### config.mk
export PLATFORM = sky130hd
export DESIGN_NAME = http_request_line_parser_core
export DESIGN_NICKNAME = d
export VERILOG_FILES = /design/src/rtl/core/hrlp_pkg.sv /design/src/rtl/core/hrlp_parse.sv /design/src/rtl/core/hrlp_out_reg.sv /design/src/rtl/core/http_request_line_parser_core.sv
export SDC_FILE = /design/constraint.sdc
export NUM_CORES = 1
export LEC_CHECK = 0
export BUFFER_PORTS_ARGS = -buffer_cell sky130_fd_sc_hd__buf_4
export CAP_MARGIN = 20
export CORE_AREA = 2 2 165 167
export CTS_CLUSTER_SIZE = 16
export DETAILED_ROUTE_END_ITERATION = 16
export DIE_AREA = 0 0 167 169
export GPL_ROUTABILITY_DRIVEN = 0
export PLACE_DENSITY = 0.42
export RECOVER_POWER = 100
export SLEW_MARGIN = 20
export SYNTH_ARGS = -nofsm -noshare
export SYNTH_HDL_FRONTEND = slang
export SYNTH_HIERARCHICAL = 1
export SYNTH_SLANG_ARGS = --single-unit
### constraint.sdc
create_clock -name clock -period 4.7 [get_ports clock]
set_input_delay 0.705 -clock clock [delete_from_list [all_inputs] [get_ports clock]]
set_output_delay 0.705 -clock clock [all_outputs]
set_load 0.005 [all_outputs]
### src/rtl/core/hrlp_pkg.sv
// -----------------------------------------------------------------------------
// hrlp_pkg
// Types, codes and character helpers shared by the request line parser.
// -----------------------------------------------------------------------------
package hrlp_pkg;

   typedef enum logic [2:0] {
      PH_METHOD  = 3'd0,
      PH_PATH    = 3'd1,
      PH_QUERY   = 3'd2,
      PH_VERSION = 3'd3,
      PH_IDLE    = 3'd4
   } phase_type;

   typedef enum logic [3:0] {
      EV_NONE      = 4'd0,
      EV_PATH      = 4'd1,
      EV_KEY       = 4'd2,
      EV_VAL       = 4'd3,
      EV_KEY_START = 4'd4,
      EV_VAL_START = 4'd5,
      EV_TGT_END   = 4'd6,
      EV_DONE      = 4'd7,
      EV_ERROR     = 4'd8
   } event_type;

   typedef enum logic [2:0] {
      ERR_NONE      = 3'd0,
      ERR_METHOD    = 3'd1,
      ERR_PATH_CHAR = 3'd2,
      ERR_TOO_LONG  = 3'd3,
      ERR_VERSION   = 3'd4,
      ERR_PARAMS    = 3'd5
   } error_type;

   localparam logic [2:0] METH_NONE   = 3'd0;
   localparam logic [2:0] METH_GET    = 3'd1;
   localparam logic [2:0] METH_PUT    = 3'd2;
   localparam logic [2:0] METH_POST   = 3'd3;
   localparam logic [2:0] METH_PATCH  = 3'd4;
   localparam logic [2:0] METH_DELETE = 3'd5;

   localparam logic [1:0] HEX_NONE = 2'd0;
   localparam logic [1:0] HEX_HIGH = 2'd1;
   localparam logic [1:0] HEX_LOW  = 2'd2;

   localparam logic [7:0] CH_NUL      = 8'h00;
   localparam logic [7:0] CH_SPACE    = 8'h20;
   localparam logic [7:0] CH_PERCENT  = 8'h25;
   localparam logic [7:0] CH_AMP      = 8'h26;
   localparam logic [7:0] CH_EQUAL    = 8'h3D;
   localparam logic [7:0] CH_QUESTION = 8'h3F;
   localparam logic [7:0] CH_ZERO     = 8'h30;

   localparam logic [2:0] VER_MAJOR_POS = 3'd5;
   localparam logic [2:0] VER_DOT_POS   = 3'd6;
   localparam logic [2:0] VER_MINOR_POS = 3'd7;

   typedef struct packed {
      event_type   ev;
      logic [7:0]  out_byte;
      logic [2:0]  method_code;
      logic [5:0]  param_index;
      logic [8:0]  path_length;
      error_type   err;
      logic [7:0]  version_major;
      logic [7:0]  version_minor;
   } rsp_type;

   function automatic logic [2:0] meth_len(input logic [2:0] cand);
      logic [2:0] len;
      case (cand)
         METH_GET:    len = 3'd4;
         METH_PUT:    len = 3'd4;
         METH_POST:   len = 3'd5;
         METH_PATCH:  len = 3'd6;
         METH_DELETE: len = 3'd7;
         default:     len = 3'd0;
      endcase
      return len;
   endfunction

   function automatic logic [7:0] meth_char(input logic [2:0] cand, input logic [2:0] pos);
      logic [7:0] ch;
      ch = 8'h00;
      case (cand)
         METH_GET: begin
            case (pos)
               3'd0:    ch = "G";
               3'd1:    ch = "E";
               3'd2:    ch = "T";
               3'd3:    ch = " ";
               default: ch = 8'h00;
            endcase
         end
         METH_PUT: begin
            case (pos)
               3'd0:    ch = "P";
               3'd1:    ch = "U";
               3'd2:    ch = "T";
               3'd3:    ch = " ";
               default: ch = 8'h00;
            endcase
         end
         METH_POST: begin
            case (pos)
               3'd0:    ch = "P";
               3'd1:    ch = "O";
               3'd2:    ch = "S";
               3'd3:    ch = "T";
               3'd4:    ch = " ";
               default: ch = 8'h00;
            endcase
         end
         METH_PATCH: begin
            case (pos)
               3'd0:    ch = "P";
               3'd1:    ch = "A";
               3'd2:    ch = "T";
               3'd3:    ch = "C";
               3'd4:    ch = "H";
               3'd5:    ch = " ";
               default: ch = 8'h00;
            endcase
         end
         METH_DELETE: begin
            case (pos)
               3'd0:    ch = "D";
               3'd1:    ch = "E";
               3'd2:    ch = "L";
               3'd3:    ch = "E";
               3'd4:    ch = "T";
               3'd5:    ch = "E";
               3'd6:    ch = " ";
               default: ch = 8'h00;
            endcase
         end
         default: ch = 8'h00;
      endcase
      return ch;
   endfunction

   function automatic logic [7:0] ver_char(input logic [2:0] pos);
      logic [7:0] ch;
      case (pos)
         3'd0:    ch = "H";
         3'd1:    ch = "T";
         3'd2:    ch = "T";
         3'd3:    ch = "P";
         3'd4:    ch = "/";
         3'd6:    ch = ".";
         default: ch = 8'h00;
      endcase
      return ch;
   endfunction

   // Unchecked hex digit: fold lower case, then letters from 'A' up, else digits.
   function automatic logic [7:0] hex_value(input logic [7:0] b);
      logic [7:0] u;
      u = b;
      if (b >= 8'h61 && b <= 8'h7A) begin
         u = b - 8'h20;
      end
      return (u >= 8'h41) ? u - 8'h37 : u - 8'h30;
   endfunction

   function automatic logic path_char_ok(input logic [7:0] b);
      return (b >= 8'h30 && b <= 8'h39) || (b >= 8'h41 && b <= 8'h5A) ||
             (b >= 8'h61 && b <= 8'h7A) || b == 8'h2F || b == 8'h2D ||
             b == 8'h2E || b == 8'h5F || b == 8'h7E;
   endfunction

endpackage

### src/rtl/core/hrlp_parse.sv
// -----------------------------------------------------------------------------
// hrlp_parse
// Parser state and the one-byte update: method match, path and query split,
// percent decoding and version check. Produces one response per byte.
// -----------------------------------------------------------------------------
module hrlp_parse
   import hrlp_pkg::*;
#(
   parameter int MAX_PATH   = 256,
   parameter int MAX_PARAMS = 32
) (
   input  logic       clock,
   input  logic       reset,
   input  logic       step,
   input  logic [7:0] in_byte,
   input  logic       line_start,
   output rsp_type    rsp
);

   localparam int TW = $clog2(MAX_PATH + 1);
   localparam int PW = $clog2(MAX_PARAMS + 1);

   phase_type       phase_ff, phase_in;
   logic [2:0]      mpos_ff, mpos_in;
   logic [2:0]      cand_ff, cand_in;
   logic [1:0]      hex_ff, hex_in;
   logic [7:0]      high_ff, high_in;
   logic [TW-1:0]   tidx_ff, tidx_in;
   logic [PW-1:0]   pcnt_ff, pcnt_in;
   logic            key_ff, key_in;
   logic [7:0]      major_ff, major_in;
   logic [8:0]      plen_ff, plen_in;

   // state as seen by this byte (line_start restarts the parser first)
   phase_type       s_phase;
   logic [2:0]      s_mpos, s_cand;
   logic [1:0]      s_hex;
   logic [7:0]      s_high, s_major;
   logic [TW-1:0]   s_tidx;
   logic [PW-1:0]   s_pcnt;
   logic            s_key;
   logic [8:0]      s_plen;

   logic [2:0]      cand_m;
   logic [2:0]      pos_inc;
   logic            meth_fail;
   logic            inq;
   logic            limit_hit;
   logic            is_term;
   logic            params_full;
   logic [7:0]      hexv;
   logic [7:0]      decoded;
   logic [8:0]      tidx9;
   logic [TW-1:0]   tidx_inc;
   logic [PW-1:0]   pcnt_dec;
   logic [PW+5:0]   pidx_wide;
   logic [TW+8:0]   tidx_wide;
   event_type       ev_data;

   assign s_phase = line_start ? PH_METHOD : phase_ff;
   assign s_mpos  = line_start ? 3'd0 : mpos_ff;
   assign s_cand  = line_start ? METH_NONE : cand_ff;
   assign s_hex   = line_start ? HEX_NONE : hex_ff;
   assign s_high  = line_start ? 8'd0 : high_ff;
   assign s_tidx  = line_start ? '0 : tidx_ff;
   assign s_pcnt  = line_start ? '0 : pcnt_ff;
   assign s_key   = line_start ? 1'b0 : key_ff;
   assign s_major = line_start ? 8'd0 : major_ff;
   assign s_plen  = line_start ? 9'd0 : plen_ff;

   always_comb begin
      cand_m = s_cand;
      if (s_mpos == 3'd0) begin
         if (in_byte == "G") begin
            cand_m = METH_GET;
         end else if (in_byte == "P") begin
            cand_m = METH_PUT;
         end else if (in_byte == "D") begin
            cand_m = METH_DELETE;
         end else begin
            cand_m = METH_NONE;
         end
      end else if (s_cand == METH_PUT && s_mpos == 3'd1) begin
         if (in_byte == "O") begin
            cand_m = METH_POST;
         end else if (in_byte == "A") begin
            cand_m = METH_PATCH;
         end
      end
   end

   // unknown candidates have length zero, so the position check rejects them
   assign meth_fail   = (s_mpos >= meth_len(cand_m)) || (meth_char(cand_m, s_mpos) != in_byte);
   assign pos_inc     = s_mpos + 3'd1;
   assign inq         = (s_phase == PH_QUERY);
   assign limit_hit   = inq ? (s_tidx >= TW'(MAX_PATH)) : (s_tidx >= TW'(MAX_PATH - 1));
   assign is_term     = (in_byte == CH_SPACE) || (!inq && in_byte == CH_NUL);
   assign params_full = (s_pcnt >= PW'(MAX_PARAMS));
   assign hexv        = hex_value(in_byte);
   assign decoded     = {s_high[3:0], 4'b0000} | hexv;
   assign tidx_inc    = s_tidx + TW'(1);
   assign tidx_wide   = {9'd0, s_tidx};
   assign tidx9       = tidx_wide[8:0];
   assign ev_data     = inq ? (s_key ? EV_KEY : EV_VAL) : EV_PATH;

   // next state
   always_comb begin
      phase_in = s_phase;
      mpos_in  = s_mpos;
      cand_in  = s_cand;
      hex_in   = s_hex;
      high_in  = s_high;
      tidx_in  = s_tidx;
      pcnt_in  = s_pcnt;
      key_in   = s_key;
      major_in = s_major;
      plen_in  = s_plen;
      case (s_phase)
         PH_METHOD: begin
            if (meth_fail) begin
               cand_in  = METH_NONE;
               phase_in = PH_IDLE;
            end else begin
               cand_in = cand_m;
               mpos_in = pos_inc;
               if (pos_inc == meth_len(cand_m)) begin
                  phase_in = PH_PATH;
                  mpos_in  = 3'd0;
               end
            end
         end
         PH_PATH, PH_QUERY: begin
            if (s_hex == HEX_HIGH) begin
               high_in = hexv;
               hex_in  = HEX_LOW;
            end else if (s_hex == HEX_LOW) begin
               hex_in  = HEX_NONE;
               tidx_in = tidx_inc;
            end else if (limit_hit) begin
               phase_in = PH_IDLE;
            end else if (is_term) begin
               if (!inq) begin
                  plen_in = tidx9;
               end
               phase_in = PH_VERSION;
               mpos_in  = 3'd0;
            end else if (in_byte == CH_PERCENT) begin
               hex_in = HEX_HIGH;
            end else if (!inq) begin
               if (in_byte == CH_QUESTION) begin
                  plen_in  = tidx9;
                  tidx_in  = tidx_inc;
                  pcnt_in  = PW'(1);
                  key_in   = 1'b1;
                  phase_in = PH_QUERY;
               end else if (path_char_ok(in_byte)) begin
                  tidx_in = tidx_inc;
               end else begin
                  phase_in = PH_IDLE;
               end
            end else if (in_byte == CH_EQUAL && s_key) begin
               key_in  = 1'b0;
               tidx_in = tidx_inc;
            end else if (in_byte == CH_AMP) begin
               if (params_full) begin
                  phase_in = PH_IDLE;
               end else begin
                  pcnt_in = s_pcnt + PW'(1);
                  key_in  = 1'b1;
                  tidx_in = tidx_inc;
               end
            end else begin
               tidx_in = tidx_inc;
            end
         end
         PH_VERSION: begin
            if (s_mpos == VER_MAJOR_POS) begin
               major_in = in_byte - CH_ZERO;
               mpos_in  = VER_DOT_POS;
            end else if (s_mpos == VER_MINOR_POS) begin
               phase_in = PH_IDLE;
            end else if (ver_char(s_mpos) != in_byte) begin
               phase_in = PH_IDLE;
            end else begin
               mpos_in = pos_inc;
            end
         end
         default: begin
            phase_in = PH_IDLE;
         end
      endcase
   end

   assign pcnt_dec  = pcnt_in - PW'(1);
   assign pidx_wide = {6'd0, pcnt_dec};

   // response
   always_comb begin
      rsp.ev            = EV_NONE;
      rsp.out_byte      = 8'd0;
      rsp.err           = ERR_NONE;
      rsp.version_major = 8'd0;
      rsp.version_minor = 8'd0;
      rsp.method_code   = (phase_in == PH_METHOD) ? METH_NONE : cand_in;
      rsp.param_index   = (pcnt_in == '0) ? 6'd0 : pidx_wide[5:0];
      rsp.path_length   = plen_in;
      case (s_phase)
         PH_METHOD: begin
            if (meth_fail) begin
               rsp.ev  = EV_ERROR;
               rsp.err = ERR_METHOD;
            end
         end
         PH_PATH, PH_QUERY: begin
            if (s_hex == HEX_HIGH) begin
               rsp.ev = EV_NONE;
            end else if (s_hex == HEX_LOW) begin
               rsp.ev       = ev_data;
               rsp.out_byte = decoded;
            end else if (limit_hit) begin
               rsp.ev  = EV_ERROR;
               rsp.err = ERR_TOO_LONG;
            end else if (is_term) begin
               rsp.ev = EV_TGT_END;
            end else if (in_byte == CH_PERCENT) begin
               rsp.ev = EV_NONE;
            end else if (!inq) begin
               if (in_byte == CH_QUESTION) begin
                  rsp.ev = EV_KEY_START;
               end else if (path_char_ok(in_byte)) begin
                  rsp.ev       = EV_PATH;
                  rsp.out_byte = in_byte;
               end else begin
                  rsp.ev  = EV_ERROR;
                  rsp.err = ERR_PATH_CHAR;
               end
            end else if (in_byte == CH_EQUAL && s_key) begin
               rsp.ev = EV_VAL_START;
            end else if (in_byte == CH_AMP) begin
               if (params_full) begin
                  rsp.ev  = EV_ERROR;
                  rsp.err = ERR_PARAMS;
               end else begin
                  rsp.ev = EV_KEY_START;
               end
            end else begin
               rsp.ev       = ev_data;
               rsp.out_byte = in_byte;
            end
         end
         PH_VERSION: begin
            if (s_mpos == VER_MAJOR_POS) begin
               rsp.ev = EV_NONE;
            end else if (s_mpos == VER_MINOR_POS) begin
               rsp.ev            = EV_DONE;
               rsp.version_major = s_major;
               rsp.version_minor = in_byte - CH_ZERO;
            end else if (ver_char(s_mpos) != in_byte) begin
               rsp.ev  = EV_ERROR;
               rsp.err = ERR_VERSION;
            end
         end
         default: begin
            rsp.ev = EV_NONE;
         end
      endcase
   end

   always_ff @(posedge clock) begin
      if (reset) begin
         phase_ff <= PH_METHOD;
         mpos_ff  <= 3'd0;
         cand_ff  <= METH_NONE;
         hex_ff   <= HEX_NONE;
         high_ff  <= 8'd0;
         tidx_ff  <= '0;
         pcnt_ff  <= '0;
         key_ff   <= 1'b0;
         major_ff <= 8'd0;
         plen_ff  <= 9'd0;
      end else if (step) begin
         phase_ff <= phase_in;
         mpos_ff  <= mpos_in;
         cand_ff  <= cand_in;
         hex_ff   <= hex_in;
         high_ff  <= high_in;
         tidx_ff  <= tidx_in;
         pcnt_ff  <= pcnt_in;
         key_ff   <= key_in;
         major_ff <= major_in;
         plen_ff  <= plen_in;
      end
   end

endmodule

### src/rtl/core/hrlp_out_reg.sv
// -----------------------------------------------------------------------------
// hrlp_out_reg
// Response register: holds one response until the receiver takes it and
// lets a new one load in the same cycle as the old one leaves.
// -----------------------------------------------------------------------------
module hrlp_out_reg
   import hrlp_pkg::*;
(
   input  logic    clock,
   input  logic    reset,
   input  logic    in_valid,
   output logic    in_ready,
   input  rsp_type in_data,
   output logic    out_valid,
   input  logic    out_ready,
   output rsp_type out_data
);

   logic    valid_ff, valid_in;
   rsp_type data_ff;

   assign in_ready  = !valid_ff || out_ready;
   assign valid_in  = (in_valid && in_ready) || (valid_ff && !out_ready);
   assign out_valid = valid_ff;
   assign out_data  = data_ff;

   always_ff @(posedge clock) begin
      if (reset) begin
         valid_ff <= 1'b0;
      end else begin
         valid_ff <= valid_in;
      end
   end

   always_ff @(posedge clock) begin
      if (in_valid && in_ready) begin
         data_ff <= in_data;
      end
   end

endmodule

### src/rtl/core/http_request_line_parser_core.sv
// -----------------------------------------------------------------------------
// http_request_line_parser_core
// HTTP request line parser, one byte in and one response out per request.
// -----------------------------------------------------------------------------
// Usage:
//   Feed the request line on the req_ stream, one byte per request, with
//   req_tuser high on the first byte of each line; that byte restarts the
//   parser. Every request yields exactly one response on the rsp_ stream:
//   an event code in rsp_tuser plus decoded byte, method, parameter index,
//   path length, error code and version digits in rsp_tdata.
//   The response is registered, so rsp_tvalid rises in the cycle after
//   acceptance; throughput is one request per cycle while the receiver
//   takes responses, as the state update feeds the response register.
//   After done or error the parser answers "none" until the next line start.
//   Reset returns the parser to method matching and empties the response
//   register. When the receiver stalls, the response register holds its
//   response and req_tready drops until rsp_tready returns.
// -----------------------------------------------------------------------------
module http_request_line_parser_core
   import hrlp_pkg::*;
#(
   parameter int MAX_PATH   = 256,
   parameter int MAX_PARAMS = 32
) (
   input  logic        clock,
   input  logic        reset,
   input  logic        req_tvalid,
   output logic        req_tready,
   input  logic [7:0]  req_tdata,   // [7:0] in_byte
   input  logic        req_tuser,   // [0] line_start
   output logic        rsp_tvalid,
   input  logic        rsp_tready,
   output logic [47:0] rsp_tdata,   // [7:0] out_byte, [10:8] method_code,
                                    // [16:11] param_index, [25:17] path_length,
                                    // [28:26] error_code, [36:29] version_major,
                                    // [44:37] version_minor, [47:45] zero
   output logic [3:0]  rsp_tuser    // [3:0] event_res
);

   rsp_type step_rsp;
   rsp_type out_rsp;
   logic    accept;

   assign accept = req_tvalid && req_tready;

   hrlp_parse #(
      .MAX_PATH   (MAX_PATH),
      .MAX_PARAMS (MAX_PARAMS)
   ) u_parse (
      .clock      (clock),
      .reset      (reset),
      .step       (accept),
      .in_byte    (req_tdata),
      .line_start (req_tuser),
      .rsp        (step_rsp)
   );

   hrlp_out_reg u_out_reg (
      .clock     (clock),
      .reset     (reset),
      .in_valid  (req_tvalid),
      .in_ready  (req_tready),
      .in_data   (step_rsp),
      .out_valid (rsp_tvalid),
      .out_ready (rsp_tready),
      .out_data  (out_rsp)
   );

   assign rsp_tuser = out_rsp.ev;
   assign rsp_tdata = {3'b000, out_rsp.version_minor, out_rsp.version_major, out_rsp.err,
                       out_rsp.path_length, out_rsp.param_index, out_rsp.method_code,
                       out_rsp.out_byte};

endmodule

Word level (Yosys, flattened, before mapping):

Index checks and enable logic that the tools add are counted.
W data, S select, Z words.

* register bits: 102
* bits in latches: 0
* bits in writable memories: 0
* ROM bits: 0
* input bits: 13
* output and inout bits: 54
* word-level logic and storage cells: 268
* memories kept: 0

* $add $sub $neg: 8
* $mul: 0
* div/mod/pow operators: 0
* magnitude comparators: 11
* eq/ne operators: 36
* shift operators: 0
* multiplexer cells: 157
* bitwise logic cells: 4
* reduce and logical (&&, ||, !) cells: 33

Operator list (count)
* $mux W9: 23
* $mux W3: 51
* $mux W8: 18
* $pmux W7 S5: 3
* $mux W6: 12
* $eq A8 B6 Y1 const B: 8
* $eq A8 B7 Y1 const B: 7
* $mux W4: 14
* $pmux W7 S4: 2
* $pmux W7 S6: 1
* $pmux W8 S5: 1
* $sub A8 B6 Y8 const B: 4
* $pmux W3 S3: 3
* $ge A8 B7 Y1 const B: 3
* $mux W12: 2
* $eq A3 B2 Y1 const B: 7
* $mux W19: 1
* $eq A3 B3 Y1 const B: 6
* $le A8 B7 Y1 const B: 2
* $mux W16: 1
* $mux W2: 8
* $ne A8 B8 Y1: 2
* $mux W1: 15
* $pmux W3 S4: 1
* 25 further kinds: 54

Depth between registers and ports, before layout:

Gate-level depths: netlist of run 1.

* word-level depth: 19
* mapped depth: 21
* gate-level depth less buffers: 18

By module:

The synthesis of run 1 kept the hierarchy.

By module, submodules not included
* hrlp_parse: times used 1, cells each 818, area each 5783.0 sq um, sequential area each 960.9 sq um
* hrlp_out_reg: times used 1, cells each 54, area each 1526.5 sq um, sequential area each 1491.4 sq um
* http_request_line_parser_core: times used 1, cells each 5, area each 32.5 sq um, sequential area each 0.0 sq um

Worst setup path before layout of run 1:

Ideal clock, no wire load.

* path type: input port to flip-flop
* start point: input req_tuser
* end point: register u_out_reg.data_ff (netlist bit u_out_reg/out_data[34]) (data pin)
* setup time: 0.255 ns
* arrival time: 4.741 ns
* required time: 4.445 ns
* setup slack: -0.295 ns
* stages: 19
* path buffers: 3
* path through: clkbuf_1 > nor2b_1 > ha_1 > buf_6 > or3b_4 > or4_4 > a21oi_4 > clkbuf_8 > nand2_1 > a21oi_1 > ha_1 > inv_1 > a21boi_0 > o21ai_0 > nand4b_1 > a2111oi_4 > nand2_2 > or3_2 > and2_1

* cells in the longest elaborated chain, start to end: 15
* elaborated cells between the ends (all ways): 83
* those cells by class: add/sub (1); order compare (4); eq/ne (21); mux (44); reduce/logical (13)

RTL lines
* from (decl): RTL line http_request_line_parser_core.sv:30 `input logic req_tuser,`
* $mux W3, on equally long branches: RTL line hrlp_parse.sv:62, hrlp_parse.sv:61
* $eq A3 B2 Y1, or another cell as far along: RTL line hrlp_parse.sv:83 `end else if (s_cand == METH_PUT && s_mpos == 3'd1) begin`
* $logic_and A1 B1 Y1 or $mux W3 (tied branches): RTL line hrlp_parse.sv:83, hrlp_parse.sv:84
* $mux W3: RTL line hrlp_parse.sv:83
* $mux W3: RTL line hrlp_parse.sv:73 `if (s_mpos == 3'd0) begin`
* $eq A3 B1 Y1 or $eq A3 B2 Y1 (tied branches): RTL line hrlp_pkg.sv:72, hrlp_pkg.sv:86
* $reduce_or A2 Y1 (no source line)
* $pmux W3 S4: RTL line hrlp_pkg.sv:72 `case (cand)`
* $mux W3: RTL line hrlp_parse.sv:120 `if (meth_fail) begin`
* $mux W3: RTL line hrlp_parse.sv:118 `case (s_phase)`
* $eq A3 B3 Y1: RTL line hrlp_parse.sv:126 `if (pos_inc == meth_len(cand_m)) begin`
* $mux W3: RTL line hrlp_parse.sv:126
* $mux W3: RTL line hrlp_parse.sv:120
* $pmux W3 S3: RTL line hrlp_parse.sv:118
* $logic_not A3 Y1: RTL line hrlp_parse.sv:204 `rsp.method_code = (phase_in == PH_METHOD) ? METH_NONE : cand_in;`
* to (signal assigned): RTL line hrlp_out_reg.sv:37 `data_ff <= in_data;`
* to (decl): RTL line hrlp_out_reg.sv:20 `rsp_type data_ff;`

Parallel ways exist; a longest one is shown, timed or not. The select of a mux whose other input is x is not followed.
A chain may end at the register's enable or synchronous reset.

Final worst setup path of run 1:

* start point: input req_tuser
* end point: register u_out_reg.data_ff (netlist bit u_out_reg/out_data[36]) (data pin)

The elaborated chain is that of the path after synthesis.

==> metrics.yaml, run 1 <==
status: "complete, but fails checks"
violations: "capacitance limit, slew limit"
tightest_slew_ns: 3.51
crit_fanout: 13
hold_depth: 2
die_h_um: 169
syn-cell-area_um2: 7340
grt_util_met2_pct: 30.6
cp-start-kind: "input pin"
busiest_layer: "met2"
clkSlewWorstSetupHoldPaths_ns: 0.07
reg2regPathDepth: 16
track_usage_pct: 17.9
via_per_inst: 5.40
final_nets: 1001
rsz0062_at_grt: "no"
synth_top_cells_by_area: "edfxtp_1 (20%), dfxtp_1 (13%), nor2_1 (5.9%), ha_1 (4.8%), a21oi_1 (4.1%)"
fmax_mhz: 228
pin_count: 67
insertion_delay_ns: 0.36
setup_violations: 0
hold_viol: 0
grt_first_pass_wirelength_um: 39700
tns_ns: 0
cts.sinks: 98
drt_iter0_drc: 488
rows: 60
power_density_nw_per_um2: 260
core_area_um2: 26500
syn_area_per_cell_um2: 8.37
grt_max_degree: 51
cts_buffer_depth: 2
first_global_vias: 6821
cts_setup_buffers: 0
yosysWarnings: 6
yosysSeqAreaShare_pct: 33.4
start_util_pct: 27.7
regToRegSetupSlack_ns: 0.39
p_leak_nw: 3.30
async_flop_share_pct: 0
period_needed_ns: 4.38
drtPass1Iterations: 6
crit_required_ns: 4.82
vias: 7050
syn2layout_area_growth_pct: 17.2
synthDistinctLibCells: 99
grt_use_met3_pct: 2.57
final_cell_area_um2: 8600
syn_inst: 877
ctsHoldBuffers: 0
cts_tree: "done"
diodes: 0
skew_ns: 0.0129
wl_per_cell_um: 19.3
use_met1_pct: 23.4
drc: 0
cts-resized-gates: 0
htree_num_levels: 3
synth-seq-cells: 98
dieArea_um2: 28200
path_class: "in2reg"
ys.flop_type: "edfxtp_1"
port-buffer-count: 63
root_buffer: "clkbuf_16"
synth.largest_area_cell: "edfxtp_1"
synth_edf_count: 49
hold_class: "reg2reg"
ir_drop_v: 0.000217
synth.top_cell.area_share_pct: 20.0
ant_nets: 0
placed_area_um2: 8380
numCtsBuffers: 9
antenna_found_initial: 0
drive_above_1_share_pct: 17.7
slew_headroom_pct: -134
p_total_w: 0.00224
die_w_um: 167
wirelength_um: 25100
post-dp-hpwl_um: 18100
slew_viol_final: 101
setup.worst_path.end_class: "register"
min_period_over_period_pct: 93.2
arrival_ns: 4.50
gr-total-overflow: 0
maxCapViolCount: 2
[cell usage in the layout, fill, tap and decap left out, types with 14 or more instances in the layout]
cell | Yosys | layout
nor2_1 | 116 | 116
nand2_1 | 69 | 69
buf_4 | 7 | 65
a21oi_1 | 60 | 60
clkbuf_4 | 0 | 49
edfxtp_1 | 49 | 49
dfxtp_1 | 49 | 49
o21ai_0 | 48 | 49
nor3_1 | 35 | 36
nand3_1 | 34 | 34
ha_1 | 28 | 28
inv_1 | 24 | 24
and3_1 | 24 | 24
a22oi_1 | 20 | 20
clkbuf_1 | 37 | 18
mux2i_1 | 17 | 17
nor2b_1 | 15 | 14
[cells in the mapped netlist, types with 8 or more instances]
master    instances
nand3_1          34
edfxtp_1         49
or3_1            10
clkbuf_1         37
nor3_1           35
a211oi_1         12
dfxtp_1          49
mux2i_1          17
clkbuf_8         11
a22oi_1          20
nor4_1           11
o211ai_1          8
nor2b_1          15
a21oi_1          60
inv_1            24
a31oi_1           8
xnor2_1          13
nor2_1          116
ha_1             28
o21ai_0          48
o31ai_1           9
nand2b_1          9
nand2_1          69
and3_1           24
[sequential cells by signal, summed over array words and instances (netlist names)]
register and cells:
u_parse/plen_ff 9, u_parse/key_ff 1, u_parse/pcnt_ff 6, u_out_reg/out_valid 1
u_parse/major_ff 8, u_parse/mpos_ff 3, u_parse/cand_ff 3, u_parse/phase_ff 3
u_parse/tidx_ff 9, u_out_reg/out_data 49, u_parse/hex_ff 2, u_parse/high_ff 4
[final cells by class]
class,instances,area (um^2)
timing repair buffer,132,923
fill,2845,17900
multi-input combinational,694,4390
clock buffer,9,225
tap,341,427
inverter,25,93.8
clock inverter,7,87.6
sequential,98,2450
[through the flow]
| stage | hold WS [ns] | instances | setup WS (ns) | util, % |
|---|---|---|---|---|
| after floorplan | 0.453 | 879 | 0.00521 | - |
| final | 0.488 | 1306 | 0.319 | 32.5 |
| after global routing | 0.514 | 1306 | 0.142 | 32.5 |
| after global placement | 0.470 | 1290 | 0.142 | 31.6 |
| after detailed placement | 0.478 | 1290 | 0.0643 | 31.6 |
| after CTS | 0.488 | 1306 | 0.462 | 32.8 |
[where the power goes]
| part | leakage [nW] | switching (W) | internal (W) | total, W |
|---|---|---|---|---|
| Combinational | 2.26 | 0.000305 | 0.000187 | 0.000492 |
| Sequential | 0.890 | 0.0000182 | 0.000931 | 0.000949 |
| Clock | 0.152 | 0.000374 | 0.000424 | 0.000798 |
| Total | 3.30 | 0.000697 | 0.00154 | 0.00224 |
[cells by family after synthesis]
group,after synthesis,synth area share (%)
compound gates,245,23.9
other cells,1,0.0511
xor+xnor,17,2.03
fa+ha+maj,28,4.77
simple gates,379,26.1
buf+inv,87,6.71
flops,98,33.4
mux,22,3.08
[critical path: stages]
cell	delay, ns
buf_4	0.12
inv_1	0.07
nand2_2	0.10
ha_1	0.16
or3b_1	0.49
or4_4	0.59
a2bb2oi_4	0.17
buf_4	0.22
nor2_1	0.08
nand2_1	0.07
o21ai_0	0.08
ha_1	0.27
o21ai_0	0.10
nand4b_1	0.17
a2111oi_4	0.25
nand2_1	0.20
or3_2	0.51
and2_1	0.15
[per-layer routing]
metal	vias up	part of all wire (%)
li1	3417	-
met1	3418	45
met2	179	49
met3	36	3.8
met4	0	2.6
met5	-	0
[worst paths after layout]
path | startpoint | end
worst max-delay path | req_tuser | u_out_reg/out_data[36]
worst max register to register | u_parse/mpos_ff[0] | u_out_reg/out_data[36]
worst min-delay path | u_parse/pcnt_ff[1] | u_parse/pcnt_ff[1]
worst min register to register | u_parse/pcnt_ff[1] | u_parse/pcnt_ff[1]
No activity file was read; power rests on OpenSTA's default activity.
==> inputs of run 2 (changes only) <==
--- a/config.mk
+++ b/config.mk
@@ -13,7 +13,7 @@
 export DIE_AREA = 0 0 167 169
 export GPL_ROUTABILITY_DRIVEN = 0
 export PLACE_DENSITY = 0.42
-export RECOVER_POWER = 100
+export RECOVER_POWER = 50
 export SLEW_MARGIN = 20
 export SYNTH_ARGS = -nofsm -noshare
 export SYNTH_HDL_FRONTEND = slang
==> metrics.yaml, run 2 (synthesis gave the netlist of run 1 again) <==
cts-resized-gates: 0
clkPwrFrac_pct: 35.5
violations: "capacitance limit, slew limit"
arrival_ns: 4.37
grt_first_pass_wirelength_um: 39700
wirelength_um: 25100
port-buffer-count: 63
final_nets: 1001
wl_per_cell_um: 19.2
ir_drop_v: 0.000217
worstSetupStartpoint: "req_tuser"
dieArea_um2: 28200
tns_ns: 0
cts_buffer_depth: 2
die_w_um: 167
start_util_pct: 27.7
status: "complete, but fails checks"
drc: 0
slew_headroom_pct: -133
period_needed_ns: 4.26
cts_setup_buffers: 0
path_class: "in2reg"
drive_above_1_share_pct: 19.5
p_leak_nw: 3.35
fill_cells: 2836
seqCellArea_um2: 2450
fmax_mhz: 235
hold_class: "reg2reg"
gr-total-overflow: 0
max_stage_delay_ns: 0.57
use_met1_pct: 23.4
worstPathCellList: "buf_4 -> inv_1 -> nand2_2 -> ha_1 -> or3b_4 -> or4_4 -> a2bb2oi_4 -> buf_4 -> nor2_1 -> nand2_1 -> o21ai_0 -> ha_1 -> o21ai_0 -> nand4b_1 -> a2111oi_4 -> nand2_2 -> or3_2 -> and2_1"
first_global_vias: 6821
power_frac_comb_pct: 22.2
crit_required_ns: 4.82
vias: 7020
seq_power_share_pct: 42.3
cts.sinks: 98
htree_num_levels: 3
syn2layout_area_growth_pct: 18.1
tightest_slew_ns: 3.49
die_h_um: 169
crit_buf_inv: 3
crit_fanout: 13
diodes: 0
hold_viol: 0
critical-path-top-delay-family: "simple AND/OR/NAND/NOR gates"
drtPass1Iterations: 5
grt_max_degree: 51
grt_util_met2_pct: 30.6
ctsHoldBuffers: 0
cp-start-kind: "input pin"
cts_tree: "done"
layout_commonest_cell: "nor2_1"
setup.worst_path.end_class: "register"
rsz0062_at_grt: "no"
post-route-util_pct: 32.7
numCtsBuffers: 9
ant_nets: 0
clkSlewWorstSetupHoldPaths_ns: 0.07
p_int_w: 0.00155
post-dp-hpwl_um: 18100
busiest_layer: "met2"
rows: 60
via_per_inst: 5.38
track_usage_pct: 17.9
power_density_nw_per_um2: 259
pin_count: 67
netSwitchingFraction_pct: 31.1
final_cell_mix: "nor2_1 (116), buf_4 (81), nand2_1 (68), a21oi_1 (60)"
reg2reg_from: "u_parse/mpos_ff[0]"
root_buffer: "clkbuf_16"
p_sw_w: 0.000697
crit_slowest_cell: "or4_4"
slew_viol_final: 101
grt_use_met3_pct: 2.57
insertion_delay_ns: 0.36
drt_iter0_drc: 524
holdCritStartpoint: "u_parse/pcnt_ff[1]"
largest_reg_flops: 49
maxCapViolCount: 2
multi_input_area_um2: 4410
antenna_found_initial: 0
skew_ns: 0.0119
core_area_um2: 26500
min_period_over_period_pct: 90.6
setup_violations: 0
run 2: final timing paths:
check                            to  slack (ns)  cells past startpoint
min reg2reg      u_parse/pcnt_ff[1]        0.49                      2
max reg2reg  u_out_reg/out_data[36]        0.52                     16
min              u_parse/pcnt_ff[1]        0.49                      2
max          u_out_reg/out_data[36]        0.44                     18
run 2: layout make-up:
class                   instances  share of cell area (%)
clock inverters                 7                    1.01
multi-input cells             694                    50.9
well taps                     341                    4.92
inverters                      25                    1.08
repair buffers                132                    11.2
clock buffers                   9                    2.60
flip-flops and latches         98                    28.3
run 2: per-layer routing:
metal  vias to the layer above  share of wire (%)
met5                         -                  0
met4                         0                2.4
met3                        31                4.0
met2                       188                 48
met1                      3391                 45
li1                       3410                  -
run 2: through the flow:
| stage | area, um^2 | hold slack (ns) | instances | total power [W] | worst slack [ns] |
|---|---|---|---|---|---|
| finish | 8670 | 0.488 | 1306 | 0.00224 | 0.442 |
| global route | 8670 | 0.514 | 1306 | 0.00237 | 0.280 |
| detailed placement | 8380 | 0.478 | 1290 | 0.00147 | 0.0643 |
| global placement | 8380 | 0.470 | 1290 | 0.00147 | 0.142 |
| CTS | 8700 | 0.488 | 1306 | 0.00228 | 0.462 |
| floorplan | 7360 | 0.453 | 879 | 0.00128 | 0.00521 |
run 2: power by group through the flow:
stage	combinational (W)	clock (W)	sequential, W
detailed placement	0.000500	0	0.000968
finish	0.000498	0.000797	0.000949
global route	0.000545	0.000869	0.000955
CTS	0.000501	0.000830	0.000948
global placement	0.000503	0	0.000968
floorplan	0.000320	0	0.000964
run 2: worst register-to-register path: cells and delay by family, from the launching register on:
kind            cells  cell delay (ns)
buf+inv             1             0.22
simple gates        9             2.29
compound gates      4             0.62
fa+ha+maj           2             0.43
flops               1             0.39
